[src/hdl/bfpa_pkg.sv]
package bfpa_pkg;

   localparam int MAX_CHUNKS = 16;
   localparam int PAGE_BITS  = 20;
   localparam int CNT_BITS   = PAGE_BITS + 1;
   localparam int IDX_BITS   = $clog2(MAX_CHUNKS);
   localparam int ENT_BITS   = $clog2(MAX_CHUNKS + 1);

   localparam logic [1:0] ST_OK      = 2'd0;
   localparam logic [1:0] ST_IGNORED = 2'd1;
   localparam logic [1:0] ST_NOMEM   = 2'd2;
   localparam logic [1:0] ST_FULL    = 2'd3;

   typedef struct packed {
      logic                found;
      logic [IDX_BITS-1:0] idx;
      logic [CNT_BITS-1:0] size;
      logic [PAGE_BITS-1:0] base;
   } best_type;

   typedef struct packed {
      logic                apply;
      logic                is_free;
      logic                exact;
      logic [IDX_BITS-1:0] pick;
      logic [CNT_BITS-1:0] cnt;
      logic [ENT_BITS-1:0] entries;
   } ctl_type;

endpackage

[src/hdl/bfpa_req_if.sv]
interface bfpa_req_if;
   import bfpa_pkg::*;
   logic                 valid;
   logic                 ready;
   logic                 mode;
   logic [CNT_BITS-1:0]  page_count;
   logic [PAGE_BITS-1:0] page_number;
   modport source (output valid, mode, page_count, page_number, input ready);
   modport sink   (input valid, mode, page_count, page_number, output ready);
endinterface

[src/hdl/bfpa_rsp_if.sv]
interface bfpa_rsp_if;
   import bfpa_pkg::*;
   logic                 valid;
   logic                 ready;
   logic [1:0]           status;
   logic [PAGE_BITS-1:0] granted_page;
   logic [CNT_BITS-1:0]  total_free;
   modport source (output valid, status, granted_page, total_free, input ready);
   modport sink   (input valid, status, granted_page, total_free, output ready);
endinterface

[src/hdl/bfpa_cell.sv]
module bfpa_cell (
   input  logic                          clock,
   input  bfpa_pkg::ctl_type             ctl,
   input  logic [bfpa_pkg::IDX_BITS-1:0] idx,
   input  logic [bfpa_pkg::PAGE_BITS-1:0] prev_base,
   input  logic [bfpa_pkg::CNT_BITS-1:0]  prev_size,
   input  logic [bfpa_pkg::PAGE_BITS-1:0] next_base,
   input  logic [bfpa_pkg::CNT_BITS-1:0]  next_size,
   input  bfpa_pkg::best_type            best_in,
   output bfpa_pkg::best_type            best_out,
   output logic [bfpa_pkg::PAGE_BITS-1:0] base_out,
   output logic [bfpa_pkg::CNT_BITS-1:0]  size_out
);
   import bfpa_pkg::*;

   logic [PAGE_BITS-1:0] base_ff, base_in;
   logic [CNT_BITS-1:0]  size_ff, size_in;
   best_type             best_ff;
   logic                 occ, fits;

   assign occ  = {1'b0, idx} < ENT_BITS'(ctl.entries);
   assign fits = occ && (size_ff >= ctl.cnt);

   always_comb begin
      if (fits && (!best_ff.found || size_ff < best_ff.size)) begin
         best_out = '{found: 1'b1, idx: idx, size: size_ff, base: base_ff};
      end else begin
         best_out = best_ff;
      end
   end

   always_comb begin
      base_in = base_ff;
      size_in = size_ff;
      if (ctl.apply) begin
         if (ctl.is_free) begin
            base_in = prev_base;
            size_in = prev_size;
         end else if (ctl.exact) begin
            if (idx >= ctl.pick) begin
               base_in = next_base;
               size_in = next_size;
            end
         end else if (idx == ctl.pick) begin
            size_in = size_ff - ctl.cnt;
         end
      end
   end

   always_ff @(posedge clock) begin
      base_ff <= base_in;
      size_ff <= size_in;
      best_ff <= best_in;
   end

   assign base_out = base_ff;
   assign size_out = size_ff;
endmodule

[src/hdl/best_fit_page_allocator_top.sv]
// Best-fit page allocator.
// req_bus carries one transaction per request: mode 0 allocates page_count
// pages, mode 1 frees page_count pages starting at page_number.
// rsp_bus returns one transaction per request with status, granted page
// and the total of free pages after the request.
// The free list sits in a row of MAX_CHUNKS cells. An allocation sends the
// best-fit search down the row one cell per cycle in state S_SEARCH, and then
// S_APPLY loads its response register; a free, or a request with zero count,
// goes straight from S_IDLE to S_APPLY. A new request is taken only after
// S_APPLY has gone back to S_IDLE. One request is worked on at a time.
// A response waits in its register while the receiver stalls; the next
// request is still accepted and its update waits until that register frees.
// Reset (synchronous, active high) empties the list and clears the total;
// cell contents are not cleared.
module best_fit_page_allocator_top (
   input logic        clock,
   input logic        reset,
   bfpa_req_if.sink   req_bus,
   bfpa_rsp_if.source rsp_bus
);
   import bfpa_pkg::*;

   typedef enum logic [2:0] {
      S_IDLE   = 3'b001,
      S_SEARCH = 3'b010,
      S_APPLY  = 3'b100
   } state_type;

   state_type state_ff, state_in;
   logic [ENT_BITS-1:0]  scan_ff, scan_in;
   logic [ENT_BITS-1:0]  entries_ff, entries_in;
   logic [CNT_BITS-1:0]  sum_ff, sum_in;
   logic                 mode_ff;
   logic [CNT_BITS-1:0]  cnt_ff;
   logic [PAGE_BITS-1:0] page_ff;
   logic                 rsp_valid_ff, rsp_valid_in;
   logic [1:0]           status_ff, status_in;
   logic [PAGE_BITS-1:0] grant_ff, grant_in;
   logic [CNT_BITS-1:0]  total_ff;

   logic      accept, go;
   ctl_type   ctl;
   best_type  best [MAX_CHUNKS+1];
   logic [PAGE_BITS-1:0] cbase [MAX_CHUNKS];
   logic [CNT_BITS-1:0]  csize [MAX_CHUNKS];
   logic [CNT_BITS:0]    free_total;
   logic                 ok;

   assign req_bus.ready = (state_ff == S_IDLE);
   assign accept        = req_bus.valid && req_bus.ready;
   assign go            = (state_ff == S_APPLY) && (!rsp_valid_ff || rsp_bus.ready);
   assign free_total    = {1'b0, cnt_ff} + {1'b0, sum_ff};
   assign best[0]       = '0;
   assign ctl.exact     = best[MAX_CHUNKS].size == cnt_ff;

   always_comb begin
      status_in = ST_OK;
      grant_in  = '0;
      if (mode_ff) begin
         if (cnt_ff == '0 || page_ff == '0 ||
             free_total > (CNT_BITS+1)'(1) << PAGE_BITS) begin
            status_in = ST_IGNORED;
         end else if (entries_ff == ENT_BITS'(MAX_CHUNKS)) begin
            status_in = ST_FULL;
         end
      end else if (cnt_ff == '0) begin
         status_in = ST_IGNORED;
      end else if (!best[MAX_CHUNKS].found) begin
         status_in = ST_NOMEM;
      end else if (ctl.exact) begin
         grant_in = best[MAX_CHUNKS].base;
      end else begin
         grant_in = best[MAX_CHUNKS].base
                  + PAGE_BITS'(best[MAX_CHUNKS].size - cnt_ff);
      end
   end

   assign ok          = status_in == ST_OK;
   assign ctl.apply   = go && ok;
   assign ctl.is_free = mode_ff;
   assign ctl.pick    = best[MAX_CHUNKS].idx;
   assign ctl.cnt     = cnt_ff;
   assign ctl.entries = entries_ff;

   genvar g;
   generate
      for (g = 0; g < MAX_CHUNKS; g++) begin : g_cell
         bfpa_cell u_cell (
            .clock     (clock),
            .ctl       (ctl),
            .idx       (IDX_BITS'(g)),
            .prev_base ((g == 0) ? page_ff : cbase[(g == 0) ? 0 : g-1]),
            .prev_size ((g == 0) ? cnt_ff  : csize[(g == 0) ? 0 : g-1]),
            .next_base (cbase[(g == MAX_CHUNKS-1) ? g : g+1]),
            .next_size (csize[(g == MAX_CHUNKS-1) ? g : g+1]),
            .best_in   (best[g]),
            .best_out  (best[g+1]),
            .base_out  (cbase[g]),
            .size_out  (csize[g])
         );
      end
   endgenerate

   always_comb begin
      state_in     = state_ff;
      scan_in      = scan_ff;
      entries_in   = entries_ff;
      sum_in       = sum_ff;
      rsp_valid_in = rsp_valid_ff && !rsp_bus.ready;
      case (state_ff)
         S_IDLE: begin
            scan_in = '0;
            if (accept) begin
               if (!req_bus.mode && req_bus.page_count != '0) begin
                  state_in = S_SEARCH;
               end else begin
                  state_in = S_APPLY;
               end
            end
         end
         S_SEARCH: begin
            scan_in = scan_ff + 1'b1;
            if (scan_ff == ENT_BITS'(MAX_CHUNKS - 1)) begin
               state_in = S_APPLY;
            end
         end
         S_APPLY: begin
            if (go) begin
               state_in     = S_IDLE;
               rsp_valid_in = 1'b1;
               if (ok) begin
                  if (mode_ff) begin
                     entries_in = entries_ff + 1'b1;
                     sum_in     = sum_ff + cnt_ff;
                  end else begin
                     sum_in = sum_ff - cnt_ff;
                     if (ctl.exact) begin
                        entries_in = entries_ff - 1'b1;
                     end
                  end
               end
            end
         end
         default: begin
            state_in = S_IDLE;
         end
      endcase
   end

   always_ff @(posedge clock) begin
      if (reset) begin
         state_ff     <= S_IDLE;
         scan_ff      <= '0;
         entries_ff   <= '0;
         sum_ff       <= '0;
         rsp_valid_ff <= 1'b0;
      end else begin
         state_ff     <= state_in;
         scan_ff      <= scan_in;
         entries_ff   <= entries_in;
         sum_ff       <= sum_in;
         rsp_valid_ff <= rsp_valid_in;
      end
   end

   always_ff @(posedge clock) begin
      if (accept) begin
         mode_ff <= req_bus.mode;
         cnt_ff  <= req_bus.page_count;
         page_ff <= req_bus.page_number;
      end
      if (go) begin
         status_ff <= status_in;
         grant_ff  <= grant_in;
         total_ff  <= sum_in;
      end
   end

   assign rsp_bus.valid        = rsp_valid_ff;
   assign rsp_bus.status       = status_ff;
   assign rsp_bus.granted_page = grant_ff;
   assign rsp_bus.total_free   = total_ff;
endmodule
[src/flat_wrapper.sv]
// flat-port wrapper written by rule: the top's interface ports become plain ports
module best_fit_page_allocator_top_flat import bfpa_pkg::*;
  (clock, reset, req_bus_valid, req_bus_mode, req_bus_page_count, req_bus_page_number, req_bus_ready, rsp_bus_valid, rsp_bus_status, rsp_bus_granted_page, rsp_bus_total_free, rsp_bus_ready);
  bfpa_req_if req_bus_i ();
  bfpa_rsp_if rsp_bus_i ();
  input logic clock;
  input logic reset;
  input wire logic [$bits(req_bus_i.valid)-1:0] req_bus_valid;
  input wire logic [$bits(req_bus_i.mode)-1:0] req_bus_mode;
  input wire logic [$bits(req_bus_i.page_count)-1:0] req_bus_page_count;
  input wire logic [$bits(req_bus_i.page_number)-1:0] req_bus_page_number;
  output wire logic [$bits(req_bus_i.ready)-1:0] req_bus_ready;
  output wire logic [$bits(rsp_bus_i.valid)-1:0] rsp_bus_valid;
  output wire logic [$bits(rsp_bus_i.status)-1:0] rsp_bus_status;
  output wire logic [$bits(rsp_bus_i.granted_page)-1:0] rsp_bus_granted_page;
  output wire logic [$bits(rsp_bus_i.total_free)-1:0] rsp_bus_total_free;
  input wire logic [$bits(rsp_bus_i.ready)-1:0] rsp_bus_ready;
  assign req_bus_i.valid = req_bus_valid;
  assign req_bus_i.mode = req_bus_mode;
  assign req_bus_i.page_count = req_bus_page_count;
  assign req_bus_i.page_number = req_bus_page_number;
  assign req_bus_ready = req_bus_i.ready;
  assign rsp_bus_valid = rsp_bus_i.valid;
  assign rsp_bus_status = rsp_bus_i.status;
  assign rsp_bus_granted_page = rsp_bus_i.granted_page;
  assign rsp_bus_total_free = rsp_bus_i.total_free;
  assign rsp_bus_i.ready = rsp_bus_ready;
  best_fit_page_allocator_top u_core (.clock(clock), .reset(reset), .req_bus(req_bus_i), .rsp_bus(rsp_bus_i));
endmodule
[config.mk]
export PLATFORM = sky130hd
export DESIGN_NAME = best_fit_page_allocator_top_flat
export DESIGN_NICKNAME = d
export VERILOG_FILES = /design/src/hdl/bfpa_pkg.sv /design/src/hdl/bfpa_req_if.sv /design/src/hdl/bfpa_rsp_if.sv /design/src/hdl/bfpa_cell.sv /design/src/hdl/best_fit_page_allocator_top.sv /design/src/flat_wrapper.sv
export SDC_FILE = /design/constraint.sdc
export NUM_CORES = 2
export LEC_CHECK = 0
export BUFFER_PORTS_ARGS = -buffer_cell sky130_fd_sc_hd__buf_2
export CAP_MARGIN = 20
export CORE_MARGIN = 2
export CORE_UTILIZATION = 30
export CTS_CLUSTER_DIAMETER = 30
export DETAILED_ROUTE_END_ITERATION = 6
export SLEW_MARGIN = 10
export SYNTH_ARGS = -nofsm -noshare
export SYNTH_HDL_FRONTEND = slang
export SYNTH_SLANG_ARGS = --single-unit
[constraint.sdc]
create_clock -name clock -period 7.1 [get_ports clock]
set_input_delay 0.71 -clock clock [delete_from_list [all_inputs] [get_ports clock]]
set_output_delay 0.71 -clock clock [all_outputs]
set_load 0.03 [all_outputs]
==> metrics.md <==
| Metric | Value |
|---|---|
| Status | `complete, no violations` |
| # rows | `193` |
| Post-Place Cells | `11600` |
| Total power | `27.4 mW` |
| Warnings, synthesis | `0` |
| Clock sink total | `1451` |
| Core area | `276000 um^2` |
| Hold Buf Count CTS | `35` |
| Post-DP HPWL | `193 mm` |
| Count leader, synth | `mux2_2` |
| Net Count, Synth | `8758` |
| Synth area leaders | `edfxtp_1, dfxtp_1, mux2_2` |
| Area share of the largest cell type after synthesis | `26.8%` |
| # fillers | `27000` |
| CP max FO | `35` |
| Worst slew margin | `26.3%` |
| Die Wd | `530 um` |
| Cell Area, Synth | `83000 um^2` |
| Fraction of layout cells with a size suffix above 1 | `21.2%` |
| Critical path class | `reg2reg` |
| Worst skew pair latency | `0.96 ns` |
| Simple-gate share of the synthesized area | `11.5%` |
| CTS clock-pin slew for the worst setup and hold paths | `0.05 ns` |
| Multiplexer share of the synthesized area | `13.6%` |
| Mapped Cells | `7973` |
| Worst-case reg-to-reg path depth | `24` |
| Max Cap Viol | `0` |
| Post-synthesis adder-cell area fraction | `11.5%` |
| Postcts setup bufs | `0` |
| Ports | `91` |
| Sequential fraction of the synthesis area | `43.9%` |
| CP Depth | `24` |
| Clock Tree Root | `clkbuf_16` |
| Die area | `281000 um^2` |
| Asr flop ratio synth | `0%` |
| RSZ-0062 raised after global routing | `false` |
| Synthesized flop and latch total | `1451` |
| CTS Buf Count | `352` |
| Final min period | `6.42 ns` |
| Min-Delay Path Class | `in2reg` |
| Iter 0 DRT Violations | `5652` |
| Initial Util | `30.1%` |
| CP endpoint | `u_core.rsp_bus.granted_page[19]` |
| Post-synth EDFFs | `741` |
| Most frequent cells after synthesis | `mux2_2, edfxtp_1, nand2_1, dfxtp_1, ha_1` |
| CP Launch Type | `flop` |
| Htree depth | `5` |
| First-pass GRT wire length | `403 mm` |
| Overall routed net length | `268 mm` |
| Worst path bufs/invs | `3` |
| R2R Setup Slk | `0.68 ns` |
| GR Overflow Total | `0` |
| Gr usage total | `18.5%` |
| Final Hold Fails | `0` |
| Period utilization | `90.4%` |
| DR DRC count | `0` |
| Vias | `64800` |
| Setup Viol. Count Final | `0` |
| Initial antenna violation count | `9` |
| Post-synthesis compound-gate area fraction | `12.5%` |
| Critical path startpoint | `u_core.cnt_ff[6]` |
| Number of nets in the layout | `9073` |
| Non-Filler Instances | `12300` |
| IO buf count | `90` |
| Power per cell area | `272 nW/um^2` |
| Cts repair resizes | `0` |
| Reg2Reg Capture Point | `u_core.rsp_bus.granted_page[19]` |
| Pin count of the biggest net entering global routing | `155` |
| Leakage power figure | `40.4 nW` |
| Max Root-Sink Buffers | `4` |
| R2R Path Start | `u_core.cnt_ff[6]` |
| Die H | `530 um` |
| Data arrival time of the worst path | `7.08 ns` |
| CP endpoint kind | `flop` |
| CTS tree | `done` |
| Worst Tran Pin Value | `1.11 ns` |
| GPL Wtd Cong | `0.933` |
| Detailed-router iteration count before antenna repair | `6` |
| Clk_skew | `0.0923 ns` |
| Final Util | `36.5%` |
| Main flop type after synthesis | `edfxtp_1` |
| Crit path max-delay family | `compound AO/OA/AOI/OAI gates` |
| Setup TNS | `0 ns` |
| Slowest cell on crit path | `edfxtp_1` |
| DR WL/cell | `21.8 um` |
| Maximum VDD drop | `0.245 mV` |
| Leading area contributor after synthesis | `edfxtp_1` |
| WP data required | `7.77 ns` |
| CP dominant cell by count | `o21ai_0` |
| Cell breakdown of the critical path | `inv_1 -> ha_1 -> and3_1 -> nand3_1 -> nor4_1 -> nor2_1 -> a31oi_4 -> nand2_1 -> buf_12 -> a21boi_0 -> fa_1 -> inv_1 -> ha_1 -> o21ai_0 -> o21bai_1 -> o31a_1 -> a21o_1 -> nand4_1 -> nand4_1 -> a41oi_1 -> o21ai_0 -> xnor2_1 -> o21ai_0 -> nor3b_1` |
| Vias per std cell | `5.28` |
| Largest family of logic cells by synthesized area | `multiplexers` |
| Fmax | `0.156 GHz` |
| Post-synthesis xor/xnor area fraction | `3.38%` |
| Number of global-route vias before repair | `64600` |
| Netlist cell types | `85` |
| Avg Cell Area, Syn | `10.4 um^2` |
| Critical path's largest stage delay | `0.60 ns` |
| Detail Route Antenna Nets | `0` |
| Max-slew violation count | `0` |
| P&R area growth vs syn | `21.5%` |
[through the flow]
step / hold WS (ns) / setup slack (ns) / instance area (um^2)
floorplan: 0.386 / 0.00803 / 83000
global placement: 0.388 / 0.859 / 88300
detailed placement: 0.392 / 0.874 / 88300
CTS: 0.00302 / 0.810 / 101000
global route: 0.0127 / 0.309 / 101000
finish: 0.0546 / 0.682 / 101000
[kinds of logic after synthesis]
logic type,Yosys count
buf+inv,781
compound gates,1624
mux,1016
simple gates,2042
xor+xnor,320
fa+ha+maj,739
flops,1451
[where the power goes]
group | internal, mW | total (mW) | switching, mW
Clock | 11.5 | 16.5 | 5.02
Combinational | 0.793 | 1.96 | 1.16
Sequential | 8.88 | 8.91 | 0.0375
[registers in the layout (all words and copies together) (netlist names)]
signal,flops
u_core.g_cell.u_cell.size_out,336
u_core.g_cell.u_cell.best_ff,675
u_core.rsp_bus.total_free,21
u_core.page_ff,20
u_core.scan_ff,5
u_core.mode_ff,1
u_core.entries_ff,5
u_core.state_ff,3
u_core.sum_ff,21
u_core.rsp_bus.granted_page,20
u_core.cnt_ff,21
u_core.rsp_bus.status,2
u_core.rsp_bus.valid,1
u_core.g_cell.u_cell.base_out,320
[cell type report]
cell class / instances / area (um^2) / area share, %
multi-input combinational: 5741 / 43800 / 43.4
sequential: 1451 / 36500 / 36.2
clock buffer: 444 / 9680 / 9.59
tap: 3705 / 4640 / 4.60
clock inverter: 187 / 2530 / 2.51
timing repair buffer: 254 / 1880 / 1.87
inverter: 488 / 1840 / 1.82
antenna: 5 / 12.5 / 0.0124
[cells in the final DEF, fill, tap and decap left out, types with 63 or more instances in the layout]
| cell type | n |
|---|---|
| nand2_1 | 740 |
| mux2_2 | 910 |
| mux2i_1 | 106 |
| nand4_1 | 93 |
| o21a_1 | 87 |
| ha_1 | 702 |
| dfxtp_1 | 710 |
| a21oi_1 | 404 |
| nor3_1 | 114 |
| a31oi_1 | 243 |
| edfxtp_1 | 741 |
| clkbuf_16 | 361 |
| and2_1 | 72 |
| nand2b_1 | 81 |
| xnor2_1 | 237 |
| o21ai_0 | 279 |
| nor2b_1 | 111 |
| a21o_1 | 182 |
| nor2_1 | 463 |
| xor2_1 | 83 |
| inv_1 | 481 |
| buf_2 | 90 |
| nand3_1 | 119 |
| or3_1 | 63 |
| buf_4 | 120 |
[worst reg2reg max path, stage by stage (launching register included)]
cell      delay (ns)
edfxtp_1        0.60
inv_1           0.12
ha_1            0.39
and3_1          0.22
nand3_1         0.11
nor4_1          0.31
nor2_1          0.14
a31oi_4         0.42
nand2_1         0.28
buf_12          0.27
a21boi_0        0.36
fa_1            0.49
inv_1           0.07
ha_1            0.26
o21ai_0         0.24
o21bai_1        0.13
o31a_1          0.29
a21o_1          0.19
nand4_1         0.13
nand4_1         0.13
a41oi_1         0.33
o21ai_0         0.18
xnor2_1         0.24
o21ai_0         0.12
nor3b_1         0.16
[worst min-delay path by stage]
stage | depth (start not counted) | from | to | slack [ns]
after floorplan | 1 | u_core.g_cell[11].u_cell.best_ff[41] | u_core.g_cell[12].u_cell.best_ff[41] | 0.39
after global placement | 1 | u_core.g_cell[3].u_cell.best_ff[42] | u_core.g_cell[4].u_cell.best_ff[42] | 0.39
after detailed placement | 1 | u_core.g_cell[5].u_cell.best_ff[43] | u_core.g_cell[6].u_cell.best_ff[43] | 0.39
after CTS | 1 | req_bus_page_count[12] | u_core.cnt_ff[12] | 0.003
after global routing | 1 | req_bus_page_count[12] | u_core.cnt_ff[12] | 0.01
final | 1 | req_bus_page_count[12] | u_core.cnt_ff[12] | 0.05
[metal layers]
| layer | GRT usage [%] | wire length, um |
|---|---|---|
| met5 | 0 | 0 |
| met4 | 6.44 | 8670 |
| met3 | 2.98 | 17400 |
| met2 | 29.4 | 121000 |
| met1 | 25.3 | 121000 |
Note: power is estimated with default switching activity, not from simulation.
